## config.mk

```make
export PLATFORM = sky130hd
export DESIGN_NAME = value_set_table_top
export DESIGN_NICKNAME = d
export VERILOG_FILES = /design/src/rtl/core/vst_pkg.sv /design/src/rtl/core/vst_cell.sv /design/src/rtl/core/vst_match_enc.sv /design/src/rtl/core/value_set_table_top.sv
export SDC_FILE = /design/constraint.sdc
export NUM_CORES = 1
export LEC_CHECK = 0
export BUFFER_PORTS_ARGS = -buffer_cell sky130_fd_sc_hd__buf_4
export CAP_MARGIN = 5
export CORE_MARGIN = 8
export CORE_UTILIZATION = 25
export CTS_CLUSTER_SIZE = 8
export DETAILED_ROUTE_END_ITERATION = 10
export PLACE_DENSITY_LB_ADDON = 0.12
export SLEW_MARGIN = 20
export SYNTH_ARGS = -nofsm -noshare
export SYNTH_HDL_FRONTEND = slang
export SYNTH_HIERARCHICAL = 1
export SYNTH_SLANG_ARGS = --single-unit
```

## constraint.sdc

```tcl
create_clock -name clk_i -period 11.12 [get_ports clk_i]
set_input_delay 0.556 -clock clk_i [delete_from_list [all_inputs] [get_ports clk_i]]
set_output_delay 0.556 -clock clk_i [all_outputs]
set_load 0.02 [all_outputs]
```

## src/rtl/core/vst_pkg.sv

```systemverilog
// Package for the value set table: command and status codes, sizing constants
// and the control struct sent to each storage cell.
// It has no dependencies.
package vst_pkg;

  // Default sizing of the table.
  localparam int unsigned DefaultCapacity   = 16;
  localparam int unsigned DefaultValueWidth = 32;

  // Fixed field widths on the ports.
  localparam int unsigned CmdWidth    = 2;
  localparam int unsigned InValWidth  = 32;
  localparam int unsigned StatusWidth = 2;
  localparam int unsigned CountWidth  = 5;

  // Command codes. The unused code is handled as a query.
  typedef enum logic [CmdWidth-1:0] {
    CMD_ADD    = 2'd0,
    CMD_REMOVE = 2'd1,
    CMD_QUERY  = 2'd2
  } cmd_e;

  // Status codes reported with each result.
  typedef enum logic [StatusWidth-1:0] {
    ST_DONE      = 2'd0,
    ST_NO_CHANGE = 2'd1,
    ST_FULL      = 2'd2
  } status_e;

  // Per-cell control for one cycle.
  typedef struct packed {
    logic cmp_en;  // capture the compare result
    logic live;    // cell lies within the filled part of the table
    logic load;    // write the broadcast value into the cell
    logic shift;   // take the entry of the next cell
  } vst_cell_ctrl_t;

endpackage

```

## src/rtl/core/vst_cell.sv

```systemverilog
// One storage cell of the value set table: an entry, its comparator and the
// shift path from the next cell.
// Depends on vst_pkg.
module vst_cell import vst_pkg::*; #(
  parameter int unsigned VALUE_WIDTH = DefaultValueWidth
) (
  input  logic                   clk_i,
  input  logic                   rst_ni,
  input  vst_cell_ctrl_t         ctrl_i,
  input  logic [VALUE_WIDTH-1:0] value_i,
  input  logic [VALUE_WIDTH-1:0] next_entry_i,
  output logic [VALUE_WIDTH-1:0] entry_o,
  output logic                   match_o
);

  logic [VALUE_WIDTH-1:0] entry_d, entry_q;
  logic                   match_d, match_q;

  // A cell only matches while it holds a live entry.
  assign match_d = ctrl_i.live && (entry_q == value_i);

  // Load has priority over shift; the two never occur together.
  always_comb begin
    entry_d = entry_q;
    if (ctrl_i.load) begin
      entry_d = value_i;
    end else if (ctrl_i.shift) begin
      entry_d = next_entry_i;
    end
  end

  // The entry itself needs no reset.
  always_ff @(posedge clk_i) begin
    entry_q <= entry_d;
  end

  // The compare flag is held until the next compare.
  always_ff @(posedge clk_i or negedge rst_ni) begin
    if (!rst_ni) begin
      match_q <= 1'b0;
    end else if (ctrl_i.cmp_en) begin
      match_q <= match_d;
    end
  end

  assign entry_o = entry_q;
  assign match_o = match_q;

endmodule

```

## src/rtl/core/vst_match_enc.sv

```systemverilog
// Reduces the per-cell match flags of the value set table to a hit flag and
// the index of the matching cell. Depends on vst_pkg.
module vst_match_enc import vst_pkg::*; #(
  parameter int unsigned CAPACITY = DefaultCapacity,
  localparam int unsigned IdxW    = $clog2(CAPACITY)
) (
  input  logic [CAPACITY-1:0] match_i,
  output logic                found_o,
  output logic [IdxW-1:0]     slot_o
);

  // Values are distinct, so at most one flag is set and an OR of the
  // gated indices gives the slot.
  always_comb begin
    slot_o = '0;
    for (int unsigned i = 0; i < CAPACITY; i++) begin
      if (match_i[i]) begin
        slot_o = slot_o | IdxW'(i);
      end
    end
  end

  assign found_o = |match_i;

endmodule

```

## src/rtl/core/value_set_table_top.sv

```systemverilog
// Value set table: a set of distinct values held in a compact row of cells.
// Channels: an input channel (command_i, value_i) and a result channel
// (found_o, status_o, count_o, empty_res_o), each with valid and ready.
// A command adds a value when absent and there is room, removes a value
// and closes the gap by shifting the later cells down one place, or only
// queries membership. Every transfer in gives exactly one result.
// Steps: after an input transfer the cells compare the value in the compare
// state and register their match flags; in the update state the table is
// updated and the result is registered once the output register is free.
// One item is processed at a time: the next input is not taken until the
// update step of the last item is done.
// The result sits in an output register; the next input is accepted while
// it waits. If the receiver stalls, a finished item is held before the
// update step until the output register is free, and input ready stays low.
// Reset empties the table at once: the count goes to zero and no cell
// content is cleared. The output channel is empty after reset.
// Depends on vst_pkg, vst_cell and vst_match_enc.
module value_set_table_top import vst_pkg::*; #(
  parameter int unsigned CAPACITY    = DefaultCapacity,
  parameter int unsigned VALUE_WIDTH = DefaultValueWidth
) (
  input  logic                   clk_i,
  input  logic                   rst_ni,
  input  logic                   in_valid_i,
  output logic                   in_ready_o,
  input  logic [CmdWidth-1:0]    command_i,
  input  logic [InValWidth-1:0]  value_i,
  output logic                   out_valid_o,
  input  logic                   out_ready_i,
  output logic                   found_o,
  output logic [StatusWidth-1:0] status_o,
  output logic [CountWidth-1:0]  count_o,
  output logic                   empty_res_o
);

  localparam int unsigned IdxW = $clog2(CAPACITY);
  localparam int unsigned CntW = $clog2(CAPACITY + 1);

  typedef enum logic [2:0] {
    S_IDLE = 3'b001,
    S_CMP  = 3'b010,
    S_UPD  = 3'b100
  } state_e;

  state_e                   state_d, state_q;
  logic [CmdWidth-1:0]      cmd_q;
  logic [VALUE_WIDTH-1:0]   val_q;
  logic [CntW-1:0]          count_d, count_q;
  logic                     out_valid_d, out_valid_q;
  logic                     found_q, empty_q;
  logic [StatusWidth-1:0]   status_d, status_q;
  logic [CountWidth-1:0]    count_out_q;

  logic                     in_fire, upd_fire;
  logic                     hit;
  logic [IdxW-1:0]          slot;
  logic                     do_add, do_remove;
  logic [CAPACITY-1:0]      match;
  logic [VALUE_WIDTH-1:0]   entry [CAPACITY];
  vst_cell_ctrl_t           ctrl  [CAPACITY];
  logic [InValWidth+VALUE_WIDTH-1:0] val_ext;
  logic [CntW+CountWidth-1:0]        count_ext;

  assign in_ready_o = (state_q == S_IDLE);
  assign in_fire    = in_valid_i && in_ready_o;
  assign upd_fire   = (state_q == S_UPD) && (!out_valid_q || out_ready_i);

  // The value is taken in its low VALUE_WIDTH bits.
  assign val_ext = {{VALUE_WIDTH{1'b0}}, value_i};

  always_ff @(posedge clk_i) begin
    if (in_fire) begin
      cmd_q <= command_i;
      val_q <= val_ext[VALUE_WIDTH-1:0];
    end
  end

  // Sequencer: accept, compare, update.
  always_comb begin
    state_d = state_q;
    unique case (state_q)
      S_IDLE: if (in_fire) state_d = S_CMP;
      S_CMP:  state_d = S_UPD;
      S_UPD:  if (upd_fire) state_d = S_IDLE;
      default: state_d = S_IDLE;
    endcase
  end

  // Row of cells; each takes the entry of its right neighbour on a shift.
  for (genvar g = 0; g < CAPACITY; g++) begin : g_cell
    logic [VALUE_WIDTH-1:0] next_entry;
    if (g == CAPACITY - 1) begin : g_last
      assign next_entry = '0;
    end else begin : g_mid
      assign next_entry = entry[g+1];
    end
    vst_cell #(
      .VALUE_WIDTH (VALUE_WIDTH)
    ) u_cell (
      .clk_i        (clk_i),
      .rst_ni       (rst_ni),
      .ctrl_i       (ctrl[g]),
      .value_i      (val_q),
      .next_entry_i (next_entry),
      .entry_o      (entry[g]),
      .match_o      (match[g])
    );
  end

  vst_match_enc #(
    .CAPACITY (CAPACITY)
  ) u_enc (
    .match_i (match),
    .found_o (hit),
    .slot_o  (slot)
  );

  // Decide the update and the status from the compare result.
  always_comb begin
    do_add    = 1'b0;
    do_remove = 1'b0;
    status_d  = ST_DONE;
    count_d   = count_q;
    unique case (cmd_q)
      CMD_ADD: begin
        if (hit) begin
          status_d = ST_NO_CHANGE;
        end else if (count_q == CntW'(CAPACITY)) begin
          status_d = ST_FULL;
        end else begin
          do_add  = 1'b1;
          count_d = count_q + 1'b1;
        end
      end
      CMD_REMOVE: begin
        if (!hit) begin
          status_d = ST_NO_CHANGE;
        end else begin
          do_remove = 1'b1;
          count_d   = count_q - 1'b1;
        end
      end
      default: begin
        status_d = ST_DONE;
      end
    endcase
  end

  // Per-cell control: appends land at the fill position, removals shift
  // every live cell from the hit slot onwards but the last live one.
  always_comb begin
    for (int unsigned i = 0; i < CAPACITY; i++) begin
      ctrl[i].cmp_en = (state_q == S_CMP);
      ctrl[i].live   = CntW'(i) < count_q;
      ctrl[i].load   = upd_fire && do_add && (CntW'(i) == count_q);
      ctrl[i].shift  = upd_fire && do_remove && (IdxW'(i) >= slot) &&
                       (CntW'(i + 1) < count_q);
    end
  end

  // Output register; the count is reported modulo the field width.
  assign count_ext   = {{CountWidth{1'b0}}, count_d};
  assign out_valid_d = upd_fire ? 1'b1 : (out_valid_q && !out_ready_i);

  always_ff @(posedge clk_i) begin
    if (upd_fire) begin
      found_q     <= hit;
      status_q    <= status_d;
      count_out_q <= count_ext[CountWidth-1:0];
      empty_q     <= (count_d == '0);
    end
  end

  always_ff @(posedge clk_i or negedge rst_ni) begin
    if (!rst_ni) begin
      state_q     <= S_IDLE;
      count_q     <= '0;
      out_valid_q <= 1'b0;
    end else begin
      state_q     <= state_d;
      out_valid_q <= out_valid_d;
      if (upd_fire) begin
        count_q <= count_d;
      end
    end
  end

  assign out_valid_o = out_valid_q;
  assign found_o     = found_q;
  assign status_o    = status_q;
  assign count_o     = count_out_q;
  assign empty_res_o = empty_q;

  // The fill count never passes the capacity.
  assert property (@(posedge clk_i) disable iff (!rst_ni)
    count_q <= CntW'(CAPACITY))
    else $error("fill count exceeds capacity");

  // Stored values are distinct, so no more than one cell matches.
  assert property (@(posedge clk_i) disable iff (!rst_ni)
    (state_q == S_UPD) |-> $onehot0(match))
    else $error("more than one cell matched");

  // An accepted append grows the table by exactly one.
  assert property (@(posedge clk_i) disable iff (!rst_ni)
    (upd_fire && do_add) |=> (count_q == $past(count_q) + 1'b1))
    else $error("append did not grow the count");

  // A successful removal shrinks the table by exactly one.
  assert property (@(posedge clk_i) disable iff (!rst_ni)
    (upd_fire && do_remove) |=> (count_q == $past(count_q) - 1'b1))
    else $error("removal did not shrink the count");

endmodule

```

# Word-level counts from Yosys, hierarchy flattened
# Index checks and enable logic that the tools add are counted.
# W data, S select, Z words.
# totals
elab_cells	271
input_bits	38
reg_bits	580
# classes
n_mux	64
eq_ne	38
n_addsub	2
n_reduce_logical	93
n_lt_le_gt_ge	33
# op_table
cell	n
$mux W32	32
$eq A32 B32 Y1	16
$logic_and A1 B1 Y1	69
$eq A4 B5 Y1 const A	8
$lt A4 B5 Y1 const A	8
$ge A4 B4 Y1 const A	8
$mux W4	8
$reduce_bool A2 Y1	16
$eq A3 B5 Y1 const A	4
$lt A3 B5 Y1 const A	4
$mux W3	6
$ge A3 B4 Y1 const A	4
$reduce_or A16 Y1	1
$mux W5	3
$eq A2 B5 Y1 const A	2
$logic_not A5 Y1	2
$lt A1 B5 Y1 const A	2
$lt A2 B5 Y1 const A	2
$pmux W5 S2	1
$pmux W3 S3	1
$ge A1 B4 Y1 const A	2
$ge A2 B4 Y1 const A	2
$mux W1	8
$mux W2	4
16 further kinds	17

# Depth between registers and ports, before layout
# Gate-level depths: netlist of the first run.
# depth
ltp_word	20
ltp_mapped	10
ltp_nobuf	7

# By module
# The synthesis of the first run kept the hierarchy.
# by_module_without_submodules
mod	area_each_um2	n_inst	cells_per_inst	seq_area_each_um2
vst_cell	1747.9	16	115	985.9
value_set_table_top	2522.4	1	215	1517.7
vst_match_enc	77.6	1	13	0.0

# Least setup slack after synthesis of the first run
# OpenSTA, ideal clock, no wires.
# synth_path
kind	register -> register
startpoint	register state_q[2]
endpoint	register g_cell[0].u_cell.match_q
path_stages_with_launch	5
period_less_slack_ns	3.893
n_path_buf	0
setup_slack_ns	7.227
arrival_time_ns	3.803
cell_sequence	dfrtp_1 -> nor3b_1 -> nand4_1 -> or4_1 -> o22ai_2
# synth_rtl
element	line_no	text
from (decl)	value_set_table_top.sv:45	state_e state_d, state_q;
from (signal assigned)	value_set_table_top.sv:180	state_q <= state_d;
to (signal assigned)	vst_cell.sv:42	match_q <= match_d;
to (decl)	vst_cell.sv:17	logic match_d, match_q;

==> results of run 1 <==
[power by group through the flow]
stage          Combinational [mW]  Clock, mW  Sequential (mW)
2_1_floorplan               0.411          0             2.66
3_3_place_gp                0.905          0             2.50
3_5_place_dp                0.913          0             2.51
4_1_cts                     0.917       2.42             2.46
5_1_grt                     0.984       2.49             2.46
6_report                    0.897       2.31             2.46
[cells by family after synthesis]
group / synth area share (%)
AO/OA/AOI/OAI: 1.48
XOR/XNOR: 14.8
adder cells (fa/ha/maj): 0.205
buffers and inverters: 1.29
flip-flops: 56.6
multiplexers: 19.0
other: 0.0123
AND/OR/NAND/NOR: 6.68
[worst max-delay path: cells and delay by family (launching register included)]
family,cells,cell delay (ns)
AND/OR/NAND/NOR,7,3.87
buffers and inverters,1,0.38
flip-flops,1,0.39
[synth_stat cells, types with 3 or more instances]
cell and instances:
nor3_1 9, buf_2 3, clkbuf_1 74, xnor2_1 194, nor2_1 21, xor2_1 321, nor3b_1 5, a21oi_1 6
inv_1 24, nor4_1 89, or4_1 16, nand4_4 16, nand2_1 28, nand4_1 51, mux2_2 275, nand3_1 20
and2_1 5, nand2b_1 3, dfrtp_1 24, ha_1 5, o21ai_0 9, or2_1 16, or3_1 3, and3_1 3
mux2_1 240, o22ai_2 16, edfxtp_1 555
[per-stage QoR]
| step | power, mW | hold slack (ns) | utilization [%] | cell area [um2] |
|---|---|---|---|---|
| floorplan | 3.07 | 0.260 | - | 30700 |
| global placement | 3.41 | 0.498 | 27.4 | 33300 |
| detailed placement | 3.42 | 0.506 | 27.4 | 33300 |
| CTS | 5.80 | 0.0405 | 29.3 | 35600 |
| global route | 5.94 | 0.0501 | 29.3 | 35600 |
| finish | 5.67 | 0.106 | 29.3 | 35600 |
[metal layers]
metal | global-route usage, % | vias up
met3 | 2.04 | 119
met4 | 3.02 | 0
met5 | 0 | -
li1 | - | 8060
met1 | 15.1 | 8517
met2 | 19.8 | 257
[sequential cells by signal, summed over array words and instances (netlist names)]
register,flops
val_q,32
count_q,5
out_valid_o,1
g_cell.u_cell/match_o,16
state_q,3
found_o,1
status_o,2
g_cell.u_cell/entry_o,512
empty_res_o,1
cmd_q,2
count_o,5
[how the worst max path moves through the flow]
stage	slack [ns]	startpoint	cells after the start	to
floorplan	7.23	state_q[2]$_DFFE_PN0P_	4	g_cell[0].u_cell/match_o$_DFFE_PN0P_
global placement	6.06	g_cell[3].u_cell/match_o$_DFFE_PN0P_	8	g_cell[15].u_cell/entry_o[14]$_DFFE_PP_
detailed placement	6.01	g_cell[2].u_cell/match_o$_DFFE_PN0P_	8	g_cell[15].u_cell/entry_o[5]$_DFFE_PP_
CTS	5.98	g_cell[2].u_cell/match_o$_DFFE_PN0P_	8	g_cell[15].u_cell/entry_o[14]$_DFFE_PP_
global route	5.64	g_cell[3].u_cell/match_o$_DFFE_PN0P_	8	g_cell[15].u_cell/entry_o[9]$_DFFE_PP_
finish	6.13	g_cell[2].u_cell/match_o$_DFFE_PN0P_	8	g_cell[15].u_cell/entry_o[19]$_DFFE_PP_
[cells in the final DEF (no fill, tap or decap), types with 5 or more instances in the layout]
cell type,netlist,final
nand4_1,51,51
clkbuf_1,74,20
nor2_4,1,9
conb_1,1,32
o22ai_2,16,16
nand2_1,28,28
xnor2_1,194,194
ha_1,5,5
nand3_1,20,20
xor2_1,321,321
buf_4,0,113
nand4_4,16,16
nor4_1,89,88
mux2_2,275,275
or4_1,16,16
or2_1,16,16
a21oi_1,6,6
mux2_1,240,240
o21ai_0,9,9
nor2_1,21,13
clkbuf_16,0,86
nor3_1,9,7
edfxtp_1,555,555
dfrtp_1,24,24
inv_1,24,24
[cell type report]
type                    instances  area (um2)
clock inverters                 6        58.8
fillers                     12200       85900
flip-flops and latches        580       17300
diodes                          1        2.50
multi-input cells            1417       13100
inverters                      24        90.1
repair buffers                114         858
clock buffers                 106        2230
well taps                    1625        2030
[timing repair]
action | CTS | global route
hold endpoints to repair | 24 | 0
hold buffers | 1 | 0
setup endpoints to repair | 0 | 0
==> reports/results.txt, run 1 <==
The run finished with clean final reports. The worst setup path is launched from a register. For the worst supply voltage drop on vdd, the log shows 0.119 mV.

In this run the vertical extent of the chip is 366 um. In this run, placement finished with an instance count of 3759. The run gives 0 as the number of nets with antenna violations after detailed routing. The port buffer count was 48; the worst slack at placement was 6.01 ns. The layout-stage area growth over the synthesis result was 16.6%; the final non-filler cell total was 3873.

The placement row count is 128, and the first-pass iteration count of the detailed router is 5. The fraction of power consumed by combinational cells came out at 15.8%. The number of stages on the worst hold path is 1, and the insertion delay to the later sink of the worst-skew pair is 0.64 ns. In this run, the clock network consumes 40.8% of the power. For flop-to-flop paths, the worst setup slack is 6.13 ns. Global routing used 11.6% of the available tracks across all layers. The uppermost layer routed is met4. The maximum clock path buffer count was 3; the average cell area after synthesis was 14.8 um2.

Endpoint of the worst hold path: val_q[10]$_DFFE_PP_. For the number of max-slew violations in the final report, the log shows 0. Sorting the synthesized cells by area gives the leading types as edfxtp_1 55%, mux2_2 10%, xor2_1 9.2%. The type of the setup path with the least slack is reg2reg. The run gives 56600 um as the half-perimeter wire length after placement. Once the floorplan was initialized, standard cells occupied 25.1% of the core. In this run the post-CTS setup repair buffer count came out at 0. I/O pin count: 49. In this run switching power makes up 27.8% of total power. At the end of routability-driven placement, the weighted congestion stood at 0.745.

The net load switching power came out at 1.58 mW. Launch point of the worst reg-to-reg path: g_cell[2].u_cell/match_o$_DFFE_PN0P_. The shortest period the worst path allows was 4.99 ns. The most used flip-flop cell after synthesis is edfxtp_1.

The tools report the sequential cell fraction of total power as 43.4%. The first-pass GRT wire length was 120000 um. The slowest stage of the critical path is the nor2_4 cell. Summed over all cells, the static leakage comes to 11.5 nW. The tools report the highest clock rate as 0.200 GHz. Detailed routing placed a total of 37500 um of wire on met2. At the pin with the least slew margin, the transition time is 1.02 ns. Via count of the first global-routing pass: 18600.

The run gives 0 as the count of endpoints failing hold in the final timing report. Measured in cells, the most critical reg-to-reg path has a length of 8. For the worst setup path, the data arrival time is 5.30 ns.

The hold path startpoint was value_i[10]. The worst pin sits at a relative slew slack of 32.2%. Wires add up to 77600 um.

For this run, the number of Yosys warnings is 6. The post-route netlist has 23.8% of its cells at a drive strength greater than 1. The detailed router put a total of 35500 um of wire on met1. For the required time of the critical path, the log shows 11.43 ns.

The post-synthesis sequential element count is 580. Clock tree skew after final layout: 0.0191 ns. The top cell type's share of synthesized area was 54.5%; the number of distinct library cells after synthesis was 58. The kind of capture point of the worst setup path is a register.

Global routing finished with a remaining overflow of 0. TritonCTS built the clock tree. The longest individual stage delay on the worst path was 0.84 ns. The worst register-to-register path ends at g_cell[15].u_cell/entry_o[19]$_DFFE_PP_. The wire length on met3 was 2700 um. The CTS sink count was 580. The number of gates resized after CTS was 0. Max-cap violations in this run came to 0. Clock tree synthesis inserted a total of 83 buffers.

In this run the number of H-tree levels came out at 3. The final setup slack of the worst path was 6.13 ns; the total DRC errors in the routed layout was 0. Adding up every negative setup slack in the final design gives 0 ns. The internal power component was 4.09 mW; the share of synthesized area occupied by flip-flops and latches was 56.6%. The core box area is 122000 um2, and the synthesized instance count is 2068. Setup violations remaining at the end of the flow were counted as 0. The share of flip-flops with an asynchronous set or reset is 4.31%, and the horizontal extent of the die is 366 um. The area enclosed by the die boundary was 134000 um2; the final clock period utilization by the worst path was 44.9%. The average vias per placed instance came out at 4.38. Entering global routing, the biggest net connects 36 pins. The path class of the tightest hold or removal check is in2reg. The number of enable flip-flop cells after synthesis came out at 555. The largest total area in the synthesized netlist belongs to edfxtp_1.

Walking the worst path, the cells encountered are nor4_1 > nand4_1 > or3_1 > nor3_1 > nand3_1 > nor2_4 > or2_1 > buf_4. The detailed router finished its first iteration with 834 violations. The final route contains 17000 vias. Setup repair after global routing left no endpoint under its margin. The library cell used as clock root buffer is clkbuf_16. For this run, the post-layout net count is 2263. Clock-pin slew was measured on the worst setup and hold paths at 0.05 ns. The cell area that synthesis handed to floorplanning was 30600 um2.

Of all nets on the critical path, the largest fanout is 33. The average detailed-routed wire length per instance came out at 20.0 um. Dividing total power by cell area gives a power density of 159 nW/um2. For the initial antenna violation count, the log shows 1.
Note: power is estimated with default switching activity, not from simulation.
==> run 2, diff against run 1 <==
==> constraint.sdc (replaced) <==
create_clock -name clk_i -period 4.1 [get_ports clk_i]
set_input_delay 0.205 -clock clk_i [delete_from_list [all_inputs] [get_ports clk_i]]
set_output_delay 0.205 -clock clk_i [all_outputs]
set_load 0.02 [all_outputs]
==> reports/results.txt, run 2 (synthesis gave the netlist of run 1 again) <==
The wire length reported by the detailed router is 69300 um (was 77600 um). The critical path's slowest cell is nor4_2 (was nor2_4). The core box area is 122000 um2 (unchanged). Commonest cells after routing, fill and taps aside: 555 x edfxtp_1, 321 x xor2_1, 275 x mux2_2 (unchanged). The final weighted congestion of routability-driven global placement is 0.740 (was 0.745), and the first-pass GRT wire length is 109000 um (was 120000 um).

The run gives 0 (unchanged) as the number of buffers inserted to repair setup after CTS. Port buffer count: 48 (unchanged). For the number of max-slew violations in the final report, the log shows 0 (unchanged). Switching share of total power: 27.3% (was 27.8%). Type of the setup path with the least slack: reg2reg (unchanged). The tools report the nature of the critical path startpoint as a register (unchanged). Finished layout cell area: 36200 um2 (was 35600 um2).

The most common library cell in the layout ignoring fill and taps is edfxtp_1 (unchanged). The run finished with clean final reports. The run gives 14.6% (was 15.8%) as the fraction of power consumed by combinational cells. The I/O pin count came out at 49 (unchanged). Via count of the first global-routing pass: 18100 (was 18600). Ordered cell list for the critical path: nor4_2 > nand4_1 > or3_1 > nor3_2 > nand3_1 > nor3_2 > buf_12 > or2_1 > buf_12 (was nor4_1 > nand4_1 > or3_1 > nor3_1 > nand3_1 > nor2_4 > or2_1 > buf_4). The shortest period the worst path allows is 3.89 ns (was 4.99 ns), and the static power due to leakage is 11.7 nW (was 11.5 nW). Setup repair after global routing left no endpoint under its margin. The combined area of the multi-input logic cells is 13100 um2 (about the same), and the height of the die is 366 um (unchanged). The logs give 25.1% (unchanged) for the effective utilization at floorplan and 12100 (was 12200) for the count of fill cells added during filler insertion. The number of buffers created by CTS is 82 (was 83), and the first-pass iteration count of the detailed router is 4 (was 5). The register clock-pin slew on the reported worst setup and hold paths is 0.05 ns (about the same). The layout-stage area growth over the synthesis result was 18.6% (was 16.6%); the post-route setup TNS was 0 ns (unchanged). The number of nets with antenna violations after detailed routing was 0 (unchanged). The run gives 36 (unchanged) as the largest net degree at the start of global routing.

The initial antenna violation count was 1 (unchanged). The count of endpoints failing hold in the final timing report is 0 (unchanged). The run gives 0 (was 1) as the count of inserted antenna diode cells. The overall overflow remaining after global route is 0 (unchanged), and the max-slew headroom at the worst pin is 29.4% (was 32.2%). The horizontal extent of the die was 366 um (unchanged); the clock tree skew after final layout was 0.0171 ns (was 0.0191 ns).

The sequential cell fraction of total power is 44.4% (was 43.4%), and the CTS sink count is 580 (unchanged). For the required time of the critical path, the log shows 4.41 ns (was 11.43 ns). The slew at the pin closest to its max-slew limit is 1.06 ns (was 1.02 ns), and the detailed router's first-iteration violation count is 824 (was 834).

The number of flip-flops in the largest register was 512 (unchanged); the longest individual stage delay on the worst path was 0.55 ns (was 0.84 ns). The number of levels the H-tree was split into was 3 (unchanged). The final clock period utilization by the worst path works out to 94.9% (was 44.9%). The power share of the clock group came out at 41.0% (was 40.8%). The maximum clock path buffer count is 3 (unchanged), and the power per standard cell area is 423 nW/um2 (was 159 nW/um2). Library cell used as clock root buffer: clkbuf_16 (unchanged). The logs give 128 (unchanged) for the placement row count and 4.18 mW (was 1.58 mW) for the net load switching power.

Worst supply voltage drop on vdd: 0.379 mV (was 0.119 mV). The half-perimeter wire length after placement was 50300 um (was 56600 um); the count of endpoints failing setup in the final report was 0 (unchanged). The internal power component was 11.1 mW (was 4.09 mW); the max-capacitance violation count was 0 (unchanged). The highest clock rate was 0.257 GHz (was 0.200 GHz). TritonCTS built the clock tree.

The logs give 17300 um2 (unchanged) for the area used by sequential logic in the layout and 0.63 ns (was 0.64 ns) for the insertion delay to the later sink of the worst-skew pair. The largest fanout on the critical path is 33 (unchanged), and the area enclosed by the die boundary is 134000 um2 (unchanged). The class of the tightest hold or removal check was in2async (was in2reg). The average detailed-routed wire length per instance was 17.6 um (was 20.0 um). The total via count after detailed routing is 16600 (was 17000).

The share of layout cells above drive strength 1 came out at 23.8% (about the same). The tools report the kind of capture point of the worst setup path as a register (unchanged). The average vias per placed instance was 4.23 (was 4.38); the final design utilization was 29.8% (was 29.3%).

The number of nets in the layout is 2312 (was 2263), and the total DRC errors in the routed layout is 0 (unchanged). The global-route usage over all layers is 10.3% (was 11.6%). For the total placed instance area, the log shows 33600 um2 (was 33300 um2). The arrival time at the worst endpoint is 4.20 ns (was 5.30 ns).
==> run 2: cell count changes in the layout (fill, tap and decap cells not counted), moves of 2 or more <==
| cell | change |
|---|---|
| clkbuf_1 | +9 |
| buf_12 | +10 |
| buf_4 | +4 |
| inv_6 | -2 |
| dlygate4sd3_1 | +36 |
==> run 2: critical path, delay by kind of cell, from the launching register on <==
kind	cells	cell delay [ns]
buffers and inverters	2	0.47
flip-flops	1	0.52
AND/OR/NAND/NOR	7	2.55
==> run 2: timing repair <==
action                                 4_1_cts  5_1_grt
resized for setup                            0        1
setup endpoints to repair                    0       32
hold buffers                                37        0
endpoints found under the hold margin       61        0
==> run 2: power by group through the flow <==
stage	Sequential [mW]	Combinational (mW)	Clock, mW
floorplan	7.22	1.11	0
global placement	6.91	2.24	0
detailed placement	6.91	2.26	0
CTS	6.80	2.29	6.58
global route	6.81	2.49	6.77
finish	6.79	2.24	6.28
==> run 2: final timing paths <==
kind,start,end,slack (ns),cells past startpoint
setup / recovery,g_cell[15].u_cell/match_o$_DFFE_PN0P_,g_cell[13].u_cell/entry_o[1]$_DFFE_PP_,0.21,9
hold / removal,rst_ni,count_q[2]$_DFFE_PN0P_,0.09,2
setup reg to reg,g_cell[15].u_cell/match_o$_DFFE_PN0P_,g_cell[13].u_cell/entry_o[1]$_DFFE_PP_,0.21,9
hold reg to reg,g_cell[8].u_cell/match_o$_DFFE_PN0P_,g_cell[8].u_cell/match_o$_DFFE_PN0P_,0.56,2
max in group asynchronous,rst_ni,state_q[0]$_DFFE_PN1P_,3.65,2
min in group clk_i,value_i[27],val_q[27]$_DFFE_PP_,0.30,2
==> run 2: metal layers <==
| layer | track usage [%] | up-vias | part of all wire (%) |
|---|---|---|---|
| met4 | 3.17 | 0 | 2.3 |
| met3 | 1.79 | 99 | 3.4 |
| met5 | 0 | - | 0 |
| li1 | - | 8139 | - |
| met2 | 17.9 | 228 | 49 |
| met1 | 13.2 | 8163 | 45 |
==> run 2: area by class of cell <==
cell class,instances,share of cell area (%)
timing repair buffer,164,4.00
tap,1625,5.61
clock buffer,114,6.17
multi-input combinational,1417,36.1
inverter,24,0.249
clock inverter,5,0.173
sequential,580,47.7
==> run 2: metrics by stage <==
stage / hold WS [ns] / instances / power, mW / setup WS (ns)
detailed placement: 0.201 / 3773 / 9.17 / 0.228
global placement: 0.193 / 3773 / 9.15 / 0.145
finish: 0.0918 / 3929 / 15.3 / 0.210
CTS: 0.0468 / 3929 / 15.7 / 0.188
global route: 0.105 / 3929 / 16.1 / 0.0705
floorplan: -0.0906 / 2099 / 8.33 / 0.207
==> run 3, diff against run 2 <==
--- a/config.mk
+++ b/config.mk
@@ -9,6 +9,7 @@
 export CAP_MARGIN = 5
 export CORE_MARGIN = 8
 export CORE_UTILIZATION = 25
+export CTS_BUF_LIST = sky130_fd_sc_hd__clkbuf_2 sky130_fd_sc_hd__clkbuf_4 sky130_fd_sc_hd__clkbuf_8
 export CTS_CLUSTER_SIZE = 8
 export DETAILED_ROUTE_END_ITERATION = 10
 export PLACE_DENSITY_LB_ADDON = 0.12
==> reports/results.txt, run 3 (synthesis gave the netlist of run 1 again) <==
The run gives 0.262 GHz (was 0.257 GHz) as the highest clock rate. The register clock-pin slew on the reported worst setup and hold paths is 0.06 ns (was 0.05 ns), and the height of the die is 366 um (unchanged). Static power due to leakage: 11.8 nW (was 11.7 nW).

Count of fill cells added during filler insertion: 12200 (was 12100). The post-route setup TNS is 0 ns (unchanged). The average detailed-routed wire length per instance works out to 17.4 um (was 17.6 um). Insertion delay to the later sink of the worst-skew pair: 0.72 ns (was 0.63 ns). The required time of the critical path came out at 4.51 ns (was 4.41 ns). First-pass iteration count of the detailed router: 5 (was 4). The count of endpoints failing setup in the final report came out at 0 (unchanged). The number of levels the H-tree was split into came out at 3 (unchanged).

The area enclosed by the die boundary is 134000 um2 (unchanged). The worst hold path passes through 2 cells. TritonCTS built the clock tree. The placement row count was 128 (unchanged). First-pass GRT wire length: 110000 um (was 109000 um). The run gives 13100 um2 (unchanged) as the combined area of the multi-input logic cells. The wire length reported by the detailed router came out at 69800 um (was 69300 um).

The number of flip-flops in the largest register was 512 (unchanged). The detailed router's first-iteration violation count is 816 (was 824). The kind of capture point of the worst setup path was a register (unchanged). The library cell used as clock root buffer was clkbuf_8 (was clkbuf_16). The flow ran to the end, and the final reports show no timing, DRC or antenna violations. Power per standard cell area: 406 nW/um2 (was 423 nW/um2). For the global-route usage over all layers, the log shows 10.4% (was 10.3%).

The shortest period the worst path allows is 3.82 ns (was 3.89 ns), and the arrival time at the worst endpoint is 4.23 ns (was 4.20 ns). The tools report the max-slew headroom at the worst pin as 30.0% (was 29.4%). The worst supply voltage drop on vdd came out at 0.258 mV (was 0.379 mV). The number of nets in the layout is 2342 (was 2312). For the total DRC errors in the routed layout, the log shows 0 (unchanged). The horizontal extent of the die works out to 366 um (unchanged). The overall overflow remaining after global route was 0 (unchanged). The tools report the total via count after detailed routing as 16900 (was 16600). For the area used by sequential logic in the layout, the log shows 17300 um2 (unchanged).

The most common library cell in the layout ignoring fill and taps is edfxtp_1 (unchanged). Reg2reg setup slack: 0.28 ns (was 0.21 ns). The startpoint of the worst setup timing path was g_cell[15].u_cell/match_o$_DFFE_PN0P_ (unchanged). The number of max-slew violations in the final report is 0 (unchanged). The launch point of the worst reg-to-reg path was g_cell[15].u_cell/match_o$_DFFE_PN0P_ (unchanged).

The logs give 25.1% (unchanged) for the effective utilization at floorplan and 0 (unchanged) for the count of endpoints failing hold in the final timing report. Layout-stage area growth over the synthesis result: 18.3% (was 18.6%). The nature of the critical path startpoint was a register (unchanged).

The tools report the max-capacitance violation count as 0 (unchanged). The initial antenna violation count came out at 2 (was 1). The run gives 50300 um (unchanged) as the half-perimeter wire length after placement. The length in cells of the worst reg-to-reg path was 9 (unchanged).

For the number of nets with antenna violations after detailed routing, the log shows 0 (unchanged). The tools report the maximum clock path buffer count as 3 (unchanged). The share of layout cells above drive strength 1 works out to 26.5% (was 23.8%).

The core box area is 122000 um2 (unchanged), and the CTS sink count is 580 (unchanged). The logs give 0.740 (unchanged) for the final weighted congestion of routability-driven global placement and 18400 (was 18100) for the via count of the first global-routing pass. The average vias per placed instance is 4.22 (was 4.23), and the slew at the pin closest to its max-slew limit is 1.05 ns (was 1.06 ns). The tools report the I/O pin count as 49 (unchanged).

The port buffer count is 48 (unchanged). Termination of the worst setup path: g_cell[13].u_cell/entry_o[24]$_DFFE_PP_ (was g_cell[13].u_cell/entry_o[1]$_DFFE_PP_). Commonest cells after routing, fill and taps aside: 555 x edfxtp_1, 321 x xor2_1, 275 x mux2_2 (unchanged). The final non-filler cell total is 4017 (was 3929). For the number of cells in the design after placement, the log shows 3773 (unchanged). The number of buffers created by CTS is 110 (was 82). The largest fanout on the critical path is 33 (unchanged), and the largest net degree at the start of global routing is 36 (unchanged). The tools report the clock tree skew after final layout as 0.0307 ns (was 0.0171 ns). Setup repair after global routing left no endpoint under its margin.

The class of the tightest hold or removal check is in2reg (was in2async). The post-route total power came out at 14.7 mW (was 15.3 mW). The final clock period utilization by the worst path works out to 93.2% (was 94.9%). The type of the setup path with the least slack was reg2reg (unchanged). The endpoint of the most critical register-to-register path is g_cell[13].u_cell/entry_o[24]$_DFFE_PP_ (was g_cell[13].u_cell/entry_o[1]$_DFFE_PP_).
==> run 3: cell types whose count changed in the layout (fill, tap and decap cells not counted), moves of 2 or more <==
cell | previous run | this run
clkinv_2 | 1 | 7
clkinv_1 | 0 | 30
inv_16 | 2 | 0
clkbuf_8 | 0 | 117
bufinv_16 | 0 | 2
clkbuf_1 | 29 | 0
clkbuf_4 | 0 | 45
clkbuf_16 | 85 | 0
==> run 3: cell type report <==
cell class,instances,area share [%]
clock inverters,42,0.650
clock buffers,162,5.39
multi-input cells,1417,36.2
flip-flops and latches,580,47.8
diodes,1,0.00692
inverters,24,0.249
repair buffers,166,4.09
well taps,1625,5.62
==> run 3: worst min-delay path by stage <==
stage | from | end
CTS | value_i[13] | val_q[13]$_DFFE_PP_
finish | value_i[13] | val_q[13]$_DFFE_PP_
global route | value_i[13] | val_q[13]$_DFFE_PP_
detailed placement | rst_ni | g_cell[0].u_cell/match_o$_DFFE_PN0P_
global placement | rst_ni | count_q[3]$_DFFE_PN0P_
floorplan | rst_ni | count_q[0]$_DFFE_PN0P_
==> run 3: power by group <==
part / switching (mW) / internal (mW) / total (mW) / leakage, nW
logic: 1.43 / 0.824 / 2.25 / 5.28
clock network: 2.49 / 3.15 / 5.64 / 1.16
registers: 0.226 / 6.56 / 6.79 / 5.34
==> run 3: critical path, stage by stage, from the launching register on <==
cell	delay, ns
dfrtp_1	0.51
nor4_2	0.49
nand4_1	0.23
or3_1	0.52
nor3_2	0.32
nand3_1	0.36
nor3_2	0.40
buf_12	0.26
or2_1	0.18
buf_12	0.21
==> run 3: timing repair <==
item | in CTS | in global routing
hold endpoints to repair | 61 | 0
gates resized for setup | 0 | 1
endpoints found under the setup margin | 0 | 38
setup buffers | 0 | 0
hold buffers | 39 | 0
==> run 3: metal layers <==
| layer | track usage [%] | share of wire (%) | vias to the layer above | wire (um) |
|---|---|---|---|---|
| met5 | 0 | 0 | - | 0 |
| met4 | 3.20 | 2.2 | 0 | 1530 |
| met3 | 2.04 | 3.9 | 113 | 2690 |
| met1 | 13.1 | 45 | 8356 | 31500 |
| li1 | - | - | 8230 | - |
| met2 | 17.9 | 49 | 236 | 34100 |
==> run 3: per-stage QoR <==
stage	setup WS (ns)	area (um2)	hold WS, ns	util, %
after detailed placement	0.228	33600	0.201	27.6
after CTS	0.173	36200	0.0700	29.7
after floorplan	0.207	30700	-0.0906	-
final	0.279	36200	0.204	29.8
after global routing	0.0500	36200	0.128	29.8
after global placement	0.145	33600	0.193	27.6
